## config.mk

```make
export PLATFORM = sky130hd
export DESIGN_NAME = target_volume_pressure_adjuster_core
export DESIGN_NICKNAME = d
export VERILOG_FILES = /design/src/hw/rtl/tvpa_pkg.sv /design/src/hw/rtl/tvpa_cfg_regs.sv /design/src/hw/rtl/tvpa_adjust.sv /design/src/hw/rtl/target_volume_pressure_adjuster_core.sv
export VERILOG_INCLUDE_DIRS = /design/src /design/src/hw/rtl
export SDC_FILE = /design/constraint.sdc
export NUM_CORES = 1
export LEC_CHECK = 0
export ABC_AREA = 1
export BUFFER_PORTS_ARGS = -buffer_cell sky130_fd_sc_hd__buf_2
export CORE_MARGIN = 2
export CORE_UTILIZATION = 40
export DETAILED_ROUTE_END_ITERATION = 6
export HOLD_SLACK_MARGIN = 0.05
export PLACE_DENSITY = 0.58
export RECOVER_POWER = 50
export SLEW_MARGIN = 0
export SYNTH_ARGS = -nofsm -noshare
export SYNTH_HDL_FRONTEND = slang
export SYNTH_SLANG_ARGS = --single-unit
```

## constraint.sdc

```tcl
create_clock -name aclk -period 19.6 [get_ports aclk]
set_clock_uncertainty 0.15 [all_clocks]
set_input_delay 3.92 -clock aclk [delete_from_list [all_inputs] [get_ports aclk]]
set_output_delay 3.92 -clock aclk [all_outputs]
set_load 0.02 [all_outputs]
```

## src/hw/rtl/assert_macros.svh

```systemverilog
// Assertion macros shared by the RTL files.
// Each macro takes a label, the clock, the active-low reset, the property terms and a message.
`ifndef ASSERT_MACROS_SVH
`define ASSERT_MACROS_SVH

`ifndef SYNTHESIS

`define ASSERT_ALWAYS(label, clk, rstn, cond, msg) \
    label: assert property (@(posedge clk) disable iff (!(rstn)) (cond)) else $error(msg);

`define ASSERT_IMPLIES(label, clk, rstn, ante, cons, msg) \
    label: assert property (@(posedge clk) disable iff (!(rstn)) (ante) |-> (cons)) \
        else $error(msg);

`define ASSERT_NEXT(label, clk, rstn, ante, cons, msg) \
    label: assert property (@(posedge clk) disable iff (!(rstn)) (ante) |=> (cons)) \
        else $error(msg);

`else

`define ASSERT_ALWAYS(label, clk, rstn, cond, msg)
`define ASSERT_IMPLIES(label, clk, rstn, ante, cons, msg)
`define ASSERT_NEXT(label, clk, rstn, ante, cons, msg)

`endif

`endif

```

## src/hw/rtl/tvpa_pkg.sv

```systemverilog
package tvpa_pkg;

    localparam int VOL_W   = 12;
    localparam int PRES_W  = 10;
    localparam int SP_W    = 11;
    localparam int STEP_W  = 7;
    localparam int CFG_W   = 12;
    localparam int IDX_W   = 3;

    localparam int MIN_STEP_DEF = 2;
    localparam int MAX_STEP_DEF = 16;

    // Register indexes of the configuration port.
    typedef enum logic [IDX_W-1:0] {
        REG_RELATIVE_CONVENTION = 3'd0,
        REG_FLOOR_FROM_SETTING  = 3'd1,
        REG_TARGET_VOLUME       = 3'd2,
        REG_MAX_PRESSURE        = 3'd3,
        REG_PEEP_LEVEL          = 3'd4,
        REG_PRESSURE_SETTING    = 3'd5
    } reg_idx_t;

    typedef struct packed {
        logic              relative_convention;
        logic              floor_from_setting;
        logic [VOL_W-1:0]  target_volume;
        logic [PRES_W-1:0] max_pressure;
        logic [PRES_W-1:0] peep_level;
        logic [PRES_W-1:0] pressure_setting;
    } cfg_t;

    typedef struct packed {
        logic [VOL_W-1:0] measured_volume;
        logic             high_pressure_alarm;
        logic             restart;
    } item_t;

endpackage

```

## src/hw/rtl/tvpa_cfg_regs.sv

```systemverilog
module tvpa_cfg_regs (
    input  logic                      aclk,
    input  logic                      aresetn,
    input  logic                      cfg_wr_en,
    input  logic [tvpa_pkg::IDX_W-1:0] cfg_wr_index,
    input  logic [tvpa_pkg::CFG_W-1:0] cfg_wr_data,
    output tvpa_pkg::cfg_t            cfg
);
    import tvpa_pkg::*;

    cfg_t cfg_reg;
    cfg_t cfg_next;

    always_comb begin
        cfg_next = cfg_reg;
        if (cfg_wr_en) begin
            case (cfg_wr_index)
                REG_RELATIVE_CONVENTION: cfg_next.relative_convention = cfg_wr_data[0];
                REG_FLOOR_FROM_SETTING:  cfg_next.floor_from_setting  = cfg_wr_data[0];
                REG_TARGET_VOLUME:       cfg_next.target_volume    = cfg_wr_data[VOL_W-1:0];
                REG_MAX_PRESSURE:        cfg_next.max_pressure     = cfg_wr_data[PRES_W-1:0];
                REG_PEEP_LEVEL:          cfg_next.peep_level       = cfg_wr_data[PRES_W-1:0];
                REG_PRESSURE_SETTING:    cfg_next.pressure_setting = cfg_wr_data[PRES_W-1:0];
                default:                 cfg_next = cfg_reg;
            endcase
        end
    end

    always_ff @(posedge aclk) begin
        if (!aresetn) begin
            cfg_reg.relative_convention <= 1'b0;
            cfg_reg.floor_from_setting  <= 1'b1;
            cfg_reg.target_volume       <= '0;
            cfg_reg.max_pressure        <= '0;
            cfg_reg.peep_level          <= '0;
            cfg_reg.pressure_setting    <= '0;
        end else begin
            cfg_reg <= cfg_next;
        end
    end

    assign cfg = cfg_reg;

endmodule

```

## src/hw/rtl/tvpa_adjust.sv

```systemverilog
`include "assert_macros.svh"

module tvpa_adjust #(
    parameter int MIN_STEP = tvpa_pkg::MIN_STEP_DEF,
    parameter int MAX_STEP = tvpa_pkg::MAX_STEP_DEF
) (
    input  logic                      aclk,
    input  logic                      aresetn,
    input  logic                      advance,
    input  tvpa_pkg::item_t           item,
    input  tvpa_pkg::cfg_t            cfg,
    output logic [tvpa_pkg::SP_W-1:0] set_point_next
);
    import tvpa_pkg::*;

    localparam int WIDE_W   = SP_W + 2;
    localparam int STEP_CAP = (MIN_STEP > MAX_STEP) ? MIN_STEP : MAX_STEP;
    // x / 5 == (x * 52429) >> 18 for every x below 2**18.
    localparam int RECIP5   = 52429;
    localparam int RECIP_SH = 18;
    localparam int X6_W     = VOL_W + 3;
    localparam int PROD_W   = X6_W + 16;

    logic [SP_W-1:0]   set_point_reg;
    logic              loaded_reg;
    logic [STEP_W-1:0] up_step_reg, up_step_next;
    logic [STEP_W-1:0] down_step_reg, down_step_next;
    logic              up_active_reg, up_active_next;
    logic              down_active_reg, down_active_next;

    logic [SP_W-1:0]         sp_base;
    logic [SP_W-1:0]         pmax;
    logic [SP_W-1:0]         pfloor;
    logic [X6_W-1:0]         target_x6;
    logic [PROD_W-1:0]       upper_prod;
    logic [VOL_W:0]          upper;
    logic [STEP_W:0]         up_dbl, down_dbl;
    logic [STEP_W-1:0]       up_cand, down_cand;
    logic signed [WIDE_W-1:0] sp_s, floor_s, pmax_s, v_s;

    // Upper edge of the volume band: target * 12 / 10, done as target * 6 / 5.
    assign target_x6  = X6_W'(cfg.target_volume) * X6_W'(6);
    assign upper_prod = PROD_W'(target_x6) * PROD_W'(RECIP5);
    assign upper      = upper_prod[RECIP_SH +: VOL_W+1];

    assign sp_base = (item.restart || !loaded_reg) ? {1'b0, cfg.pressure_setting}
                                                   : set_point_reg;
    assign pmax    = {1'b0, cfg.max_pressure}
                   + (cfg.relative_convention ? {1'b0, cfg.peep_level} : '0);
    assign pfloor  = cfg.floor_from_setting ? {1'b0, cfg.pressure_setting} : '0;

    assign sp_s    = $signed({2'b00, sp_base});
    assign floor_s = $signed({2'b00, pfloor});
    assign pmax_s  = $signed({2'b00, pmax});

    // Step sequence: first step is the minimum, then doubling up to the maximum.
    assign up_dbl    = {up_step_reg, 1'b0};
    assign down_dbl  = {down_step_reg, 1'b0};
    assign up_cand   = !up_active_reg ? STEP_W'(MIN_STEP)
                     : (up_dbl > (STEP_W+1)'(MAX_STEP)) ? STEP_W'(MAX_STEP)
                     : up_dbl[STEP_W-1:0];
    assign down_cand = !down_active_reg ? STEP_W'(MIN_STEP)
                     : (down_dbl > (STEP_W+1)'(MAX_STEP)) ? STEP_W'(MAX_STEP)
                     : down_dbl[STEP_W-1:0];

    always_comb begin
        up_step_next     = up_step_reg;
        down_step_next   = down_step_reg;
        up_active_next   = up_active_reg;
        down_active_next = down_active_reg;
        v_s              = sp_s;
        if (!item.high_pressure_alarm) begin
            if ({1'b0, item.measured_volume} > upper) begin
                up_active_next = 1'b0;
                if (sp_s > floor_s) begin
                    down_step_next   = down_cand;
                    down_active_next = 1'b1;
                    v_s = sp_s - $signed({{(WIDE_W-STEP_W){1'b0}}, down_cand});
                end
            end else if (item.measured_volume < cfg.target_volume) begin
                down_active_next = 1'b0;
                if (sp_s < pmax_s) begin
                    up_step_next   = up_cand;
                    up_active_next = 1'b1;
                    v_s = sp_s + $signed({{(WIDE_W-STEP_W){1'b0}}, up_cand});
                end
            end else begin
                down_active_next = 1'b0;
                up_active_next   = 1'b0;
            end
        end else begin
            // The alarm backs off the stored up step, whatever the last move was.
            down_active_next = 1'b0;
            up_active_next   = 1'b0;
            v_s = sp_s - $signed({{(WIDE_W-STEP_W){1'b0}}, up_step_reg});
        end

        if (v_s < floor_s) begin
            set_point_next = pfloor;
        end else if (v_s > pmax_s) begin
            set_point_next = pmax;
        end else begin
            set_point_next = v_s[SP_W-1:0];
        end
    end

    always_ff @(posedge aclk) begin
        if (!aresetn) begin
            set_point_reg   <= '0;
            loaded_reg      <= 1'b0;
            up_step_reg     <= '0;
            down_step_reg   <= '0;
            up_active_reg   <= 1'b0;
            down_active_reg <= 1'b0;
        end else if (advance) begin
            set_point_reg   <= set_point_next;
            loaded_reg      <= 1'b1;
            up_step_reg     <= up_step_next;
            down_step_reg   <= down_step_next;
            up_active_reg   <= up_active_next;
            down_active_reg <= down_active_next;
        end
    end

    `ASSERT_ALWAYS(a_flags_exclusive, aclk, aresetn, !(up_active_reg && down_active_reg), "up and down sequences both active")
    `ASSERT_ALWAYS(a_step_bounded, aclk, aresetn, (up_step_reg <= STEP_W'(STEP_CAP)) && (down_step_reg <= STEP_W'(STEP_CAP)), "step beyond its cap")
    `ASSERT_NEXT(a_loaded_sticky, aclk, aresetn, loaded_reg, loaded_reg, "loaded flag dropped without reset")

endmodule

```

## src/hw/rtl/target_volume_pressure_adjuster_core.sv

```systemverilog
// Target-volume pressure adjuster.
// One word on the input channel (s_valid / s_ready) carries the measured
// inspired volume of a breath, the high-pressure alarm flag and a restart
// flag. For every accepted word the block delivers exactly one word on the
// result channel (m_valid / m_ready): the new clamped pressure set point.
// Configuration registers are written through cfg_wr_en, cfg_wr_index and
// cfg_wr_data, and must only be changed while no word is in flight.
// A word accepted on the input channel is latched in the input register, and
// its result is written to the result register when the word moves on.
// Throughput is one word per cycle unless the receiver stalls; the set point
// and step state are updated in the same cycle that the result is formed, so
// back-to-back words see the state left by their predecessor.
// When the receiver stalls, the result register holds its word and the input
// register still takes one more word; s_ready falls only when both are full.
// Reset clears the valid flags of both pipeline registers, the adjuster state
// (the first word after reset reloads the set point from the pressure
// setting) and the configuration registers to their reset values.
`include "assert_macros.svh"

module target_volume_pressure_adjuster_core #(
    parameter int MIN_STEP = tvpa_pkg::MIN_STEP_DEF,
    parameter int MAX_STEP = tvpa_pkg::MAX_STEP_DEF
) (
    input  logic                       aclk,
    input  logic                       aresetn,
    input  logic                       s_valid,
    output logic                       s_ready,
    input  logic [tvpa_pkg::VOL_W-1:0] s_measured_volume,
    input  logic                       s_high_pressure_alarm,
    input  logic                       s_restart,
    output logic                       m_valid,
    input  logic                       m_ready,
    output logic [tvpa_pkg::SP_W-1:0]  m_pressure_set_point,
    input  logic                       cfg_wr_en,
    input  logic [tvpa_pkg::IDX_W-1:0] cfg_wr_index,
    input  logic [tvpa_pkg::CFG_W-1:0] cfg_wr_data
);
    import tvpa_pkg::*;

    cfg_t            cfg;
    item_t           item_reg;
    logic            in_valid_reg;
    logic            out_valid_reg;
    logic [SP_W-1:0] out_sp_reg;
    logic [SP_W-1:0] set_point_next;
    logic            advance;
    logic            take_in;

    // A latched word moves on when the result register is empty or being emptied.
    assign advance = in_valid_reg && (!out_valid_reg || m_ready);
    assign s_ready = !in_valid_reg || advance;
    assign take_in = s_valid && s_ready;

    tvpa_cfg_regs u_cfg (
        .aclk         (aclk),
        .aresetn      (aresetn),
        .cfg_wr_en    (cfg_wr_en),
        .cfg_wr_index (cfg_wr_index),
        .cfg_wr_data  (cfg_wr_data),
        .cfg          (cfg)
    );

    tvpa_adjust #(
        .MIN_STEP (MIN_STEP),
        .MAX_STEP (MAX_STEP)
    ) u_adjust (
        .aclk           (aclk),
        .aresetn        (aresetn),
        .advance        (advance),
        .item           (item_reg),
        .cfg            (cfg),
        .set_point_next (set_point_next)
    );

    always_ff @(posedge aclk) begin
        if (!aresetn) begin
            in_valid_reg  <= 1'b0;
            out_valid_reg <= 1'b0;
        end else begin
            if (take_in) begin
                in_valid_reg <= 1'b1;
            end else if (advance) begin
                in_valid_reg <= 1'b0;
            end
            if (advance) begin
                out_valid_reg <= 1'b1;
            end else if (m_ready) begin
                out_valid_reg <= 1'b0;
            end
        end
    end

    // Payload registers carry no reset.
    always_ff @(posedge aclk) begin
        if (take_in) begin
            item_reg.measured_volume     <= s_measured_volume;
            item_reg.high_pressure_alarm <= s_high_pressure_alarm;
            item_reg.restart             <= s_restart;
        end
        if (advance) begin
            out_sp_reg <= set_point_next;
        end
    end

    assign m_valid              = out_valid_reg;
    assign m_pressure_set_point = out_sp_reg;

    `ASSERT_NEXT(a_advance_fills_out, aclk, aresetn, advance, out_valid_reg, "result register not filled after advance")
    `ASSERT_NEXT(a_stall_keeps_in, aclk, aresetn, in_valid_reg && out_valid_reg && !m_ready, in_valid_reg && $stable(item_reg), "latched word lost while stalled")
    `ASSERT_IMPLIES(a_ready_when_empty, aclk, aresetn, !in_valid_reg, s_ready, "input not ready while empty")

endmodule

```

Yosys cells after proc, flatten, opt, wreduce, memory -nomap -nowiden
Cells that the tools add are included.
Word-level totals
  register bits: 99
  latch bits: 0
  RAM bits: 0
  ROM bits: 0
  input port bits: 34
  memories: 0
Operators by class
  add/subtract/negate cells: 4
  multipliers: 2
  divide/modulo/power cells: 0
  order comparisons: 8
  equal/unequal tests: 7
  shift-type cells: 0
  muxes and demuxes: 25
  bitwise operators: 2
  reduce and logical (&&, ||, !) cells: 21
Operators by type and width (number)
  13-bit 2-to-1 mux: 5
  11-bit 2-to-1 mux: 3
  14-bit by 16-bit multiplier with 30-bit output (second input constant): 1
  7-bit 2-to-1 mux: 4
  11-bit by 7-bit subtractor with 12-bit output: 2
  10-bit 2-to-1 mux: 2
  8-bit by 5-bit greater-than comparator with 1-bit output (second input constant): 2
  2-bit AND reduction: 8
  12-bit by 2-bit multiplier with 14-bit output (second input constant): 1
  12-bit by 13-bit greater-than comparator with 1-bit output: 1
  13-bit by 12-bit greater-than comparator with 1-bit output: 1
  13-bit by 12-bit less-than comparator with 1-bit output: 1
  11-bit by 7-bit adder with 12-bit output: 1
  12-bit less-than comparator: 1
  10-bit by 11-bit adder with 11-bit output: 1
  11-bit greater-than comparator: 1
  11-bit less-than comparator: 1
  1-bit 2-to-1 mux: 11
  3-bit by 2-bit == test with 1-bit output (second input constant): 2
  3-bit == test (second input constant): 2
  5-bit AND reduction: 1
  4-bit by 3-bit != test with 1-bit output (second input constant): 1
  4-bit AND reduction: 1
  2-bit nonzero test: 2
  other kinds (7): 13

Depth between registers and ports, before layout
Gate-level depths: netlist (run 1).
  depth after elaboration: 11
  mapped depth: 62

Modules after synthesis
From an unflattened synthesis (run 1), not the netlist that was laid out.
Unflattened totals
  cell total of the unflattened synthesis: 1581
  area total of the unflattened synthesis: 11487.3 um^2
By module, submodules not included
  tvpa_adjust: times used 1, cells each 1279, area an instance 8804.7 um^2, seq. area each 520.5 um^2
  tvpa_cfg_regs: times used 1, cells each 264, area an instance 1836.8 um^2, seq. area each 880.8 um^2
  target_volume_pressure_adjuster_core: times used 1, cells each 38, area an instance 845.8 um^2, seq. area each 790.8 um^2

Worst setup path before layout (run 1)
Ideal clock, no wire load.
  kind: register to register
  start: reg u_cfg.cfg_reg, in the netlist u_cfg.cfg[30]
  end: reg out_sp_reg[6], in the netlist m_pressure_set_point[6], data pin
  setup time: 0.253 ns
  arrival: 9.602 ns
  setup slack: 9.595 ns
  stages on the path, launching flop included: 59
  period minus slack after synthesis: 10.005 ns
  cell sequence: dfxtp_1 ha_1 inv_1 fa_1 o21ai_0 a21oi_1 nor2_1 o21ai_0 a21oi_1 nor2_1 o21ai_0 a21o_1 ha_1 fa_1 inv_1 fa_1 fa_1 inv_1 [... 23 more ...] nand2_1 nand2_1 nor2_1 ha_1 a21oi_1 o21ai_0 o21ai_0 a31o_2 nand2_1 nand2_1 nand2_1 nand2_2 inv_2 buf_4 nand2_1 nand2_1 nand3_2 nand2_1
Between the ends
  word-level cells in the longest chain between the ends: 8
  elaborated cells between the ends (all ways): 11
  those cells by class: 2 x mul; 4 x order compare; 5 x mux
Ends and longest elaborated chain
  from (decl): RTL line tvpa_cfg_regs.sv:11  | cfg_t cfg_reg;
  from (signal assigned): RTL line tvpa_cfg_regs.sv:38  | cfg_reg <= cfg_next;
  12-bit by 2-bit multiplier with 14-bit output: RTL line tvpa_adjust.sv:42  | assign target_x6 = X6_W'(cfg.target_volume) * X6_W'(6);
  14-bit by 16-bit multiplier with 30-bit output: RTL line tvpa_adjust.sv:43  | assign upper_prod = PROD_W'(target_x6) * PROD_W'(RECIP5);
  12-bit by 13-bit greater-than comparator with 1-bit output: RTL line tvpa_adjust.sv:73  | if ({1'b0, item.measured_volume} > upper) begin
  13-bit 2-to-1 mux (*): RTL line tvpa_adjust.sv:73
  13-bit 2-to-1 mux (*): RTL line tvpa_adjust.sv:72  | if (!item.high_pressure_alarm) begin
  13-bit by 12-bit greater-than comparator with 1-bit output: RTL line tvpa_adjust.sv:100  | end else if (v_s > pmax_s) begin
  11-bit 2-to-1 mux: RTL line tvpa_adjust.sv:100
  11-bit 2-to-1 mux (*): RTL line tvpa_adjust.sv:98  | if (v_s < floor_s) begin
  via set_point_next[6]: RTL line target_volume_pressure_adjuster_core.sv:45  | logic [SP_W-1:0] set_point_next;
  to (signal assigned): RTL line target_volume_pressure_adjuster_core.sv:101  | out_sp_reg <= set_point_next;
  to (decl): RTL line target_volume_pressure_adjuster_core.sv:44  | logic [SP_W-1:0] out_sp_reg;
Mark *: on every way through the listed nets, which the timed path passes. The rest lies on a longest branch.
A chain may end at the register's enable or synchronous reset.

Final worst setup path (run 1)
  start: reg u_cfg.cfg_reg, in the netlist u_cfg.cfg[30]
  end: reg u_adjust.set_point_reg[1]
Between the ends
  word-level cells in the longest chain between the ends: 8
  elaborated cells between the ends (all ways): 11
  those cells by class: 2 x mul; 4 x order compare; 5 x mux
Ends and longest elaborated chain
  12-bit by 2-bit multiplier with 14-bit output: RTL line tvpa_adjust.sv:42
  14-bit by 16-bit multiplier with 30-bit output: RTL line tvpa_adjust.sv:43
  12-bit by 13-bit greater-than comparator with 1-bit output: RTL line tvpa_adjust.sv:73
  13-bit 2-to-1 mux (*): RTL line tvpa_adjust.sv:73
  13-bit 2-to-1 mux (*): RTL line tvpa_adjust.sv:72
  13-bit by 12-bit greater-than comparator with 1-bit output: RTL line tvpa_adjust.sv:100
  11-bit 2-to-1 mux: RTL line tvpa_adjust.sv:100
  11-bit 2-to-1 mux (*): RTL line tvpa_adjust.sv:98
  to (signal assigned): RTL line tvpa_adjust.sv:116  | set_point_reg <= set_point_next;
  to (decl): RTL line tvpa_adjust.sv:24  | logic [SP_W-1:0] set_point_reg;
Mark *: on every way between the ends. The rest lies on a longest branch, timed or not.

==> flow_summary.yaml, run 1 <==
run_status:
  outcome: "complete, but fails checks"
  violations: "capacitance limit, slew limit"
drt:
  first_iter_violations: 669
  first_pass_iters: 5
  ant_nets: 0
  wl_per_cell_um: 16.0
  drc: 0
  viasPerCell: 4.96
  wl_um: 31100
  vias: 9670
worst_setup_path:
  reg2reg_depth: 59
  timing.rr.start: "u_cfg.cfg[30]"
  cpMostUsedCell: "nand2_1"
  slowest_stage: "fa_1"
  critPathRequiredTime_ps: 19720
  rrSetupSlack_ps: 8140
  worstPathMaxFanout: 12
  endpoint_kind: "flop"
  critPathArrivalTime_ps: 11580
  r2r-end: "u_adjust.set_point_reg[1]"
  cpPeakStageDelay_ps: 600
  start_kind: "flop"
  critPathKind: "reg2reg"
logic_synthesis:
  syn-cell-area_sq_um: 11300
  synth-compound-area-share: 0.117
  synth_top_family_by_area: "adder cells"
  synthXorXnorAreaFrac: 0.0386
  synthDistinctLibCells: 47
  synth.area.mux_share: 0
  synth_seq_cells: 97
  ys_async_sr_fraction: 0
  syn_inst: 1529
  synthFlopType: "dfxtp_1"
  syn_avg_cell_area_sq_um: 7.42
  synth_edf_count: 25
  ys_warn_count: 0
  seq_area_frac_synth: 0.193
  synth_simple_gate_area_frac: 0.218
  yosys.area_share.adder: 0.330
final_layout:
  n_antenna_cell: 0
  largest_register_ffs: 44
  register_area_sq_um: 2190
  fillCellCount: 2885
  final_nets: 1863
  final_util: 0.439
  layout-drive-gt1-share: 0.0586
  areaGrowthSynthToFinish_pct: 7.70
  multi_input_area_sq_um: 8000
clock_tree:
  htreeDepth: 3
  cts.reportedPaths.clkPinSlew_ps: 80
  cts_made_buffers: 9
  cts-root-buf: "clkbuf_16"
  clock_sinks: 97
  tritoncts: "done"
  clock_path_buffers: 2
  insertion_delay_ps: 360
  post_cts_resized: 0
  post_cts_buffers: 0
  holdBufCountCts: 0
pwr:
  p_leak_nw: 6.68
  max-vdd-ir-drop_mv: 0.0496
  powerDensity_nw_per_um2: 69.4
global_routing:
  grt_start_max_net_pins: 57
  grt_usage: 0.219
  grt_overflow: 0
  grt_pass1_vias: 9378
  antenna_found_initial: 0
  grt_first_pass_wirelength_um: 50000
sta:
  setup-tns-final_ps: 0
  drv_slew: 91
  fin_crit_sh: 0.585
  fmax_ghz: 0.0873
  slew-limit-headroom: -0.633
  tightest_slew_ps: 2450
  setup_slack_ps: 8140
  rsz0062_at_grt: "false"
  hold_viol: 0
  min_period_ps: 11460
  finalSetupViolations: 0
floorplan:
  die_w_um: 172
  core.rowCount: 61
  die_height_um: 172
  dieArea_sq_um: 29700
  start_util: 0.407
  ioPinCount: 47
  coreArea_sq_um: 27900
worst_hold_path:
  min_path_cells: 2
  hp-start: "u_adjust.down_step_reg[6]"
  hp-class: "reg2reg"
  hold_end: "u_adjust.down_step_reg[6]"
job:
  drv_cap: 2
place:
  gp_congestion: 0.969
  hpwl_um: 25600
  dp_slack_ps: 8130
  io_buffers: 46
==> per-layer routing <==
| metal | up-vias | wire length (um) | GRT usage |
|---|---|---|---|
| met5 | - | 0 | 0 |
| met4 | 0 | 995 | 0.0731 |
| met3 | 52 | 1130 | 0.0206 |
| met2 | 202 | 14100 | 0.361 |
| met1 | 4406 | 14900 | 0.302 |
| li1 | 5010 | - | - |
==> layout make-up <==
class | count | share of cell area
clock buffer | 9 | 0.0184
multi-input combinational | 1134 | 0.655
tap | 378 | 0.0387
sequential | 97 | 0.179
timing repair buffer | 49 | 0.0188
clock inverter | 7 | 0.00573
inverter | 274 | 0.0842
==> synthesized netlist by cell type (3+ instances only) <==
| master | instances | area, sq um |
|---|---|---|
| nand2_1 | 315 | 1180 |
| inv_1 | 267 | 1000 |
| ha_1 | 205 | 2560 |
| nor2_1 | 124 | 465 |
| a21oi_1 | 118 | 591 |
| o21ai_0 | 87 | 435 |
| dfxtp_1 | 72 | 1440 |
| fa_1 | 59 | 1180 |
| nand3_1 | 58 | 290 |
| xor2_1 | 36 | 315 |
| edfxtp_1 | 25 | 751 |
| nand4_1 | 20 | 125 |
| clkbuf_1 | 17 | 63.8 |
| xnor2_1 | 14 | 123 |
| nand2_2 | 11 | 68.8 |
| nand3_2 | 11 | 110 |
| nor3_1 | 10 | 50.1 |
| a21o_1 | 8 | 60.1 |
| clkinv_1 | 5 | 18.8 |
| o21bai_1 | 5 | 37.5 |
| buf_2 | 4 | 20.0 |
| nand3b_1 | 4 | 30.0 |
| nor4_1 | 4 | 25.0 |
| o31ai_1 | 4 | 30.0 |
| a31oi_1 | 3 | 18.8 |
| buf_6 | 3 | 33.8 |
| nand2_4 | 3 | 33.8 |
| nor3_2 | 3 | 30.0 |
| o211ai_1 | 3 | 22.5 |
| o21a_1 | 3 | 22.5 |
| o21ai_1 | 3 | 15.0 |
| or2_2 | 3 | 18.8 |
==> logic make-up (layout without fill, tap and decap cells) <==
kind of cell / count (synthesis) / count (layout)
buffers and inverters: 300 / 339
adders and majority gates: 264 / 264
other: 2 / 4
AOI/OAI and AO/OA: 244 / 244
xor gates and xnor gates: 50 / 50
and+or+nand+nor: 572 / 572
DFF: 97 / 97
==> critical path: cells and delay by family, from the launching register on <==
| kind | cells | cell delay, ps |
|---|---|---|
| flops | 1 | 470 |
| simple gates | 24 | 2310 |
| xor+xnor | 3 | 700 |
| buf+inv | 7 | 560 |
| fa+ha+maj | 10 | 4080 |
| compound gates | 15 | 3040 |
==> placed cells by master (no fill, tap or decap), types with 4 or more instances in the layout <==
cell       count
nand2_1      315
inv_1        267
ha_1         205
nor2_1       124
a21oi_1      118
o21ai_0       87
dfxtp_1       72
fa_1          59
nand3_1       58
xor2_1        36
buf_2         34
edfxtp_1      25
nand4_1       20
xnor2_1       14
clkbuf_1      14
nand2_2       11
nand3_2       11
nor3_1        10
clkbuf_16      9
a21o_1         8
o21bai_1       5
clkinv_1       5
nand3b_1       4
o31ai_1        4
nor4_1         4
conb_1         4
==> how the worst max path moves through the flow <==
stage	start	to	slack, ps	cells past startpoint
after floorplan	u_cfg.cfg[30]	m_pressure_set_point[6]	9600	58
after global placement	u_cfg.cfg[30]	m_pressure_set_point[8]	8360	54
after detailed placement	u_cfg.cfg[30]	m_pressure_set_point[2]	8130	57
after CTS	u_cfg.cfg[30]	m_pressure_set_point[9]	8130	57
after global routing	u_cfg.cfg[30]	u_adjust.set_point_reg[1]	7100	56
final	u_cfg.cfg[30]	u_adjust.set_point_reg[1]	8140	59
==> through the flow <==
step	power, W	instance area, sq um	hold WS [ps]	cells
detailed placement	0.000662	11900	295	1932
floorplan	0.000559	11400	283	1531
CTS	0.000855	12200	311	1948
finish	0.000849	12200	310	1948
global route	0.000926	12200	349	1948
global placement	0.000658	11900	295	1932
==> where the power goes <==
| group | leakage (nW) | switching (W) | internal [W] |
|---|---|---|---|
| sequential | 0.829 | 0.00000744 | 0.000219 |
| clock | 0.147 | 0.0000957 | 0.0000905 |
| combinational | 5.70 | 0.000278 | 0.000158 |
| total | 6.68 | 0.000381 | 0.000468 |
(Power assumes the default switching activity.)
==> run 2, diff against run 1 <==
Clock period 19.6 ns to 10.65 ns, I/O delays scaled along.
==> run 2 against run 1 <==
- the run still ends with capacitance limit, slew limit left
- critical path type unchanged
- critical path depth shrank 2
- sequential share of layout area decreased by 0.38 points
- setup slack got worse by 7600 ps
- total power is 88% higher
- largest power group unchanged
- non-clock buffer count grew 16
- clock power is 83% higher
==> flow_summary.yaml, run 2 (same netlist as run 1, synthesis figures left out) <==
floorplan:
  start_util: 0.407
  coreArea_sq_um: 27900
  die_height_um: 172
  die_w_um: 172
  dieArea_sq_um: 29700
  ioPinCount: 47
  core.rowCount: 61
worst_hold_path:
  hp-start: "u_adjust.up_step_reg[5]"
  hp-class: "reg2reg"
sta:
  hold_slack_ps: 309
  hold_viol: 0
  fmax_ghz: 0.0992
  drv_slew: 57
  min_period_ps: 10080
  slew-limit-headroom: -0.536
  finalSetupViolations: 0
  setup-tns-final_ps: 0
  fin_crit_sh: 0.946
  tightest_slew_ps: 2300
worst_setup_path:
  slowest_stage: "fa_1"
  endpoint_kind: "flop"
  critPathArrivalTime_ps: 10050
  critPathRequiredTime_ps: 10620
  cpMostUsedCell: "nand2_1"
  cp-startpoint: "u_cfg.cfg[30]"
  critPathKind: "reg2reg"
  start_kind: "flop"
  cpPeakStageDelay_ps: 540
  worstPathMaxFanout: 8
  timing.rr.start: "u_cfg.cfg[30]"
pwr:
  fin_total_pwr_w: 0.00160
  max-vdd-ir-drop_mv: 0.0615
  powerDensity_nw_per_um2: 127
  p_leak_nw: 6.78
drt:
  wl_um: 30900
  wl_per_cell_um: 15.7
  viasPerCell: 4.96
  drc: 0
  first_pass_iters: 6
  first_iter_violations: 653
  ant_nets: 0
  vias: 9745
clock_tree:
  cts.reportedPaths.clkPinSlew_ps: 80
  tritoncts: "done"
  holdBufCountCts: 0
  htreeDepth: 3
  clock_path_buffers: 2
  cts-root-buf: "clkbuf_16"
  insertion_delay_ps: 370
  cts_made_buffers: 9
  clock_sinks: 97
final_layout:
  fillCellCount: 2884
  register_area_sq_um: 2200
  layout_commonest_cell: "nand2_1"
  multi_input_area_sq_um: 8170
  n_antenna_cell: 0
  largest_register_ffs: 44
  layout-drive-gt1-share: 0.0889
  final_nets: 1879
  mostFrequentLayoutCells: "nand2_1 (315), inv_1 (266), ha_1 (200)"
  areaGrowthSynthToFinish_pct: 10.4
global_routing:
  grt_first_pass_wirelength_um: 50000
  grt_overflow: 0
  antenna_found_initial: 0
  grt_start_max_net_pins: 57
  grt_usage: 0.218
  grt_pass1_vias: 9573
job:
  drv_cap: 1
place:
  hpwl_um: 25600
  io_buffers: 46
  gp_congestion: 0.987
run_status:
  violations: "capacitance limit, slew limit"
  outcome: "complete, but fails checks"
[run 2: layer usage]
layer,part of all wire,track usage,vias up
li1,-,-,5052
met1,0.47,0.293,4484
met2,0.47,0.376,181
met3,0.036,0.0208,28
met4,0.017,0.0504,0
met5,0,0,-
[run 2: power by group]
group          switching (W)  leakage (nW)  internal, W
clock network       0.000174         0.143     0.000166
registers          0.0000146         0.831     0.000402
logic               0.000528          5.81     0.000312
[run 2: stage by stage]
step                 util  area [sq um]  setup WS (ps)  cells
floorplan               -         11400            645   1531
global placement    0.432         12000           80.6   1944
detailed placement  0.432         12000           -121   1944
CTS                 0.443         12300           71.0   1960
global route        0.450         12500          -31.2   1964
finish              0.450         12500            574   1964
[run 2: path summary, 6_finish.rpt]
kind	slack (ps)	end	depth (start not counted)
worst max-delay path	570	m_pressure_set_point[6]	57
worst min-delay path	310	u_adjust.up_step_reg[5]	2
worst max register to register	570	m_pressure_set_point[6]	57
worst min register to register	310	u_adjust.up_step_reg[5]	2
[run 2: area by class of cell]
cell class	instances	area share
clock buffer	9	0.0180
clock inverter	7	0.00559
inverter	274	0.0823
multi-input combinational	1134	0.652
sequential	97	0.176
tap	378	0.0378
timing repair buffer	65	0.0285
[run 2: timing repair]
action / 4_1_cts / 5_1_grt
setup endpoints to repair: 22 / 22
gates cloned: 0 / 0
pin swaps: 0 / 11
resized for setup: 3 / 40
buffers inserted: 0 / 4
[run 2: worst max-delay path: cells and delay by family (launching register included)]
family / cells / cell delay, ps
flip-flops: 1 / 360
buffers and inverters: 9 / 750
adder cells (fa/ha/maj): 11 / 4160
XOR/XNOR: 1 / 170
AND/OR/NAND/NOR: 21 / 1910
AO/OA/AOI/OAI: 15 / 2300
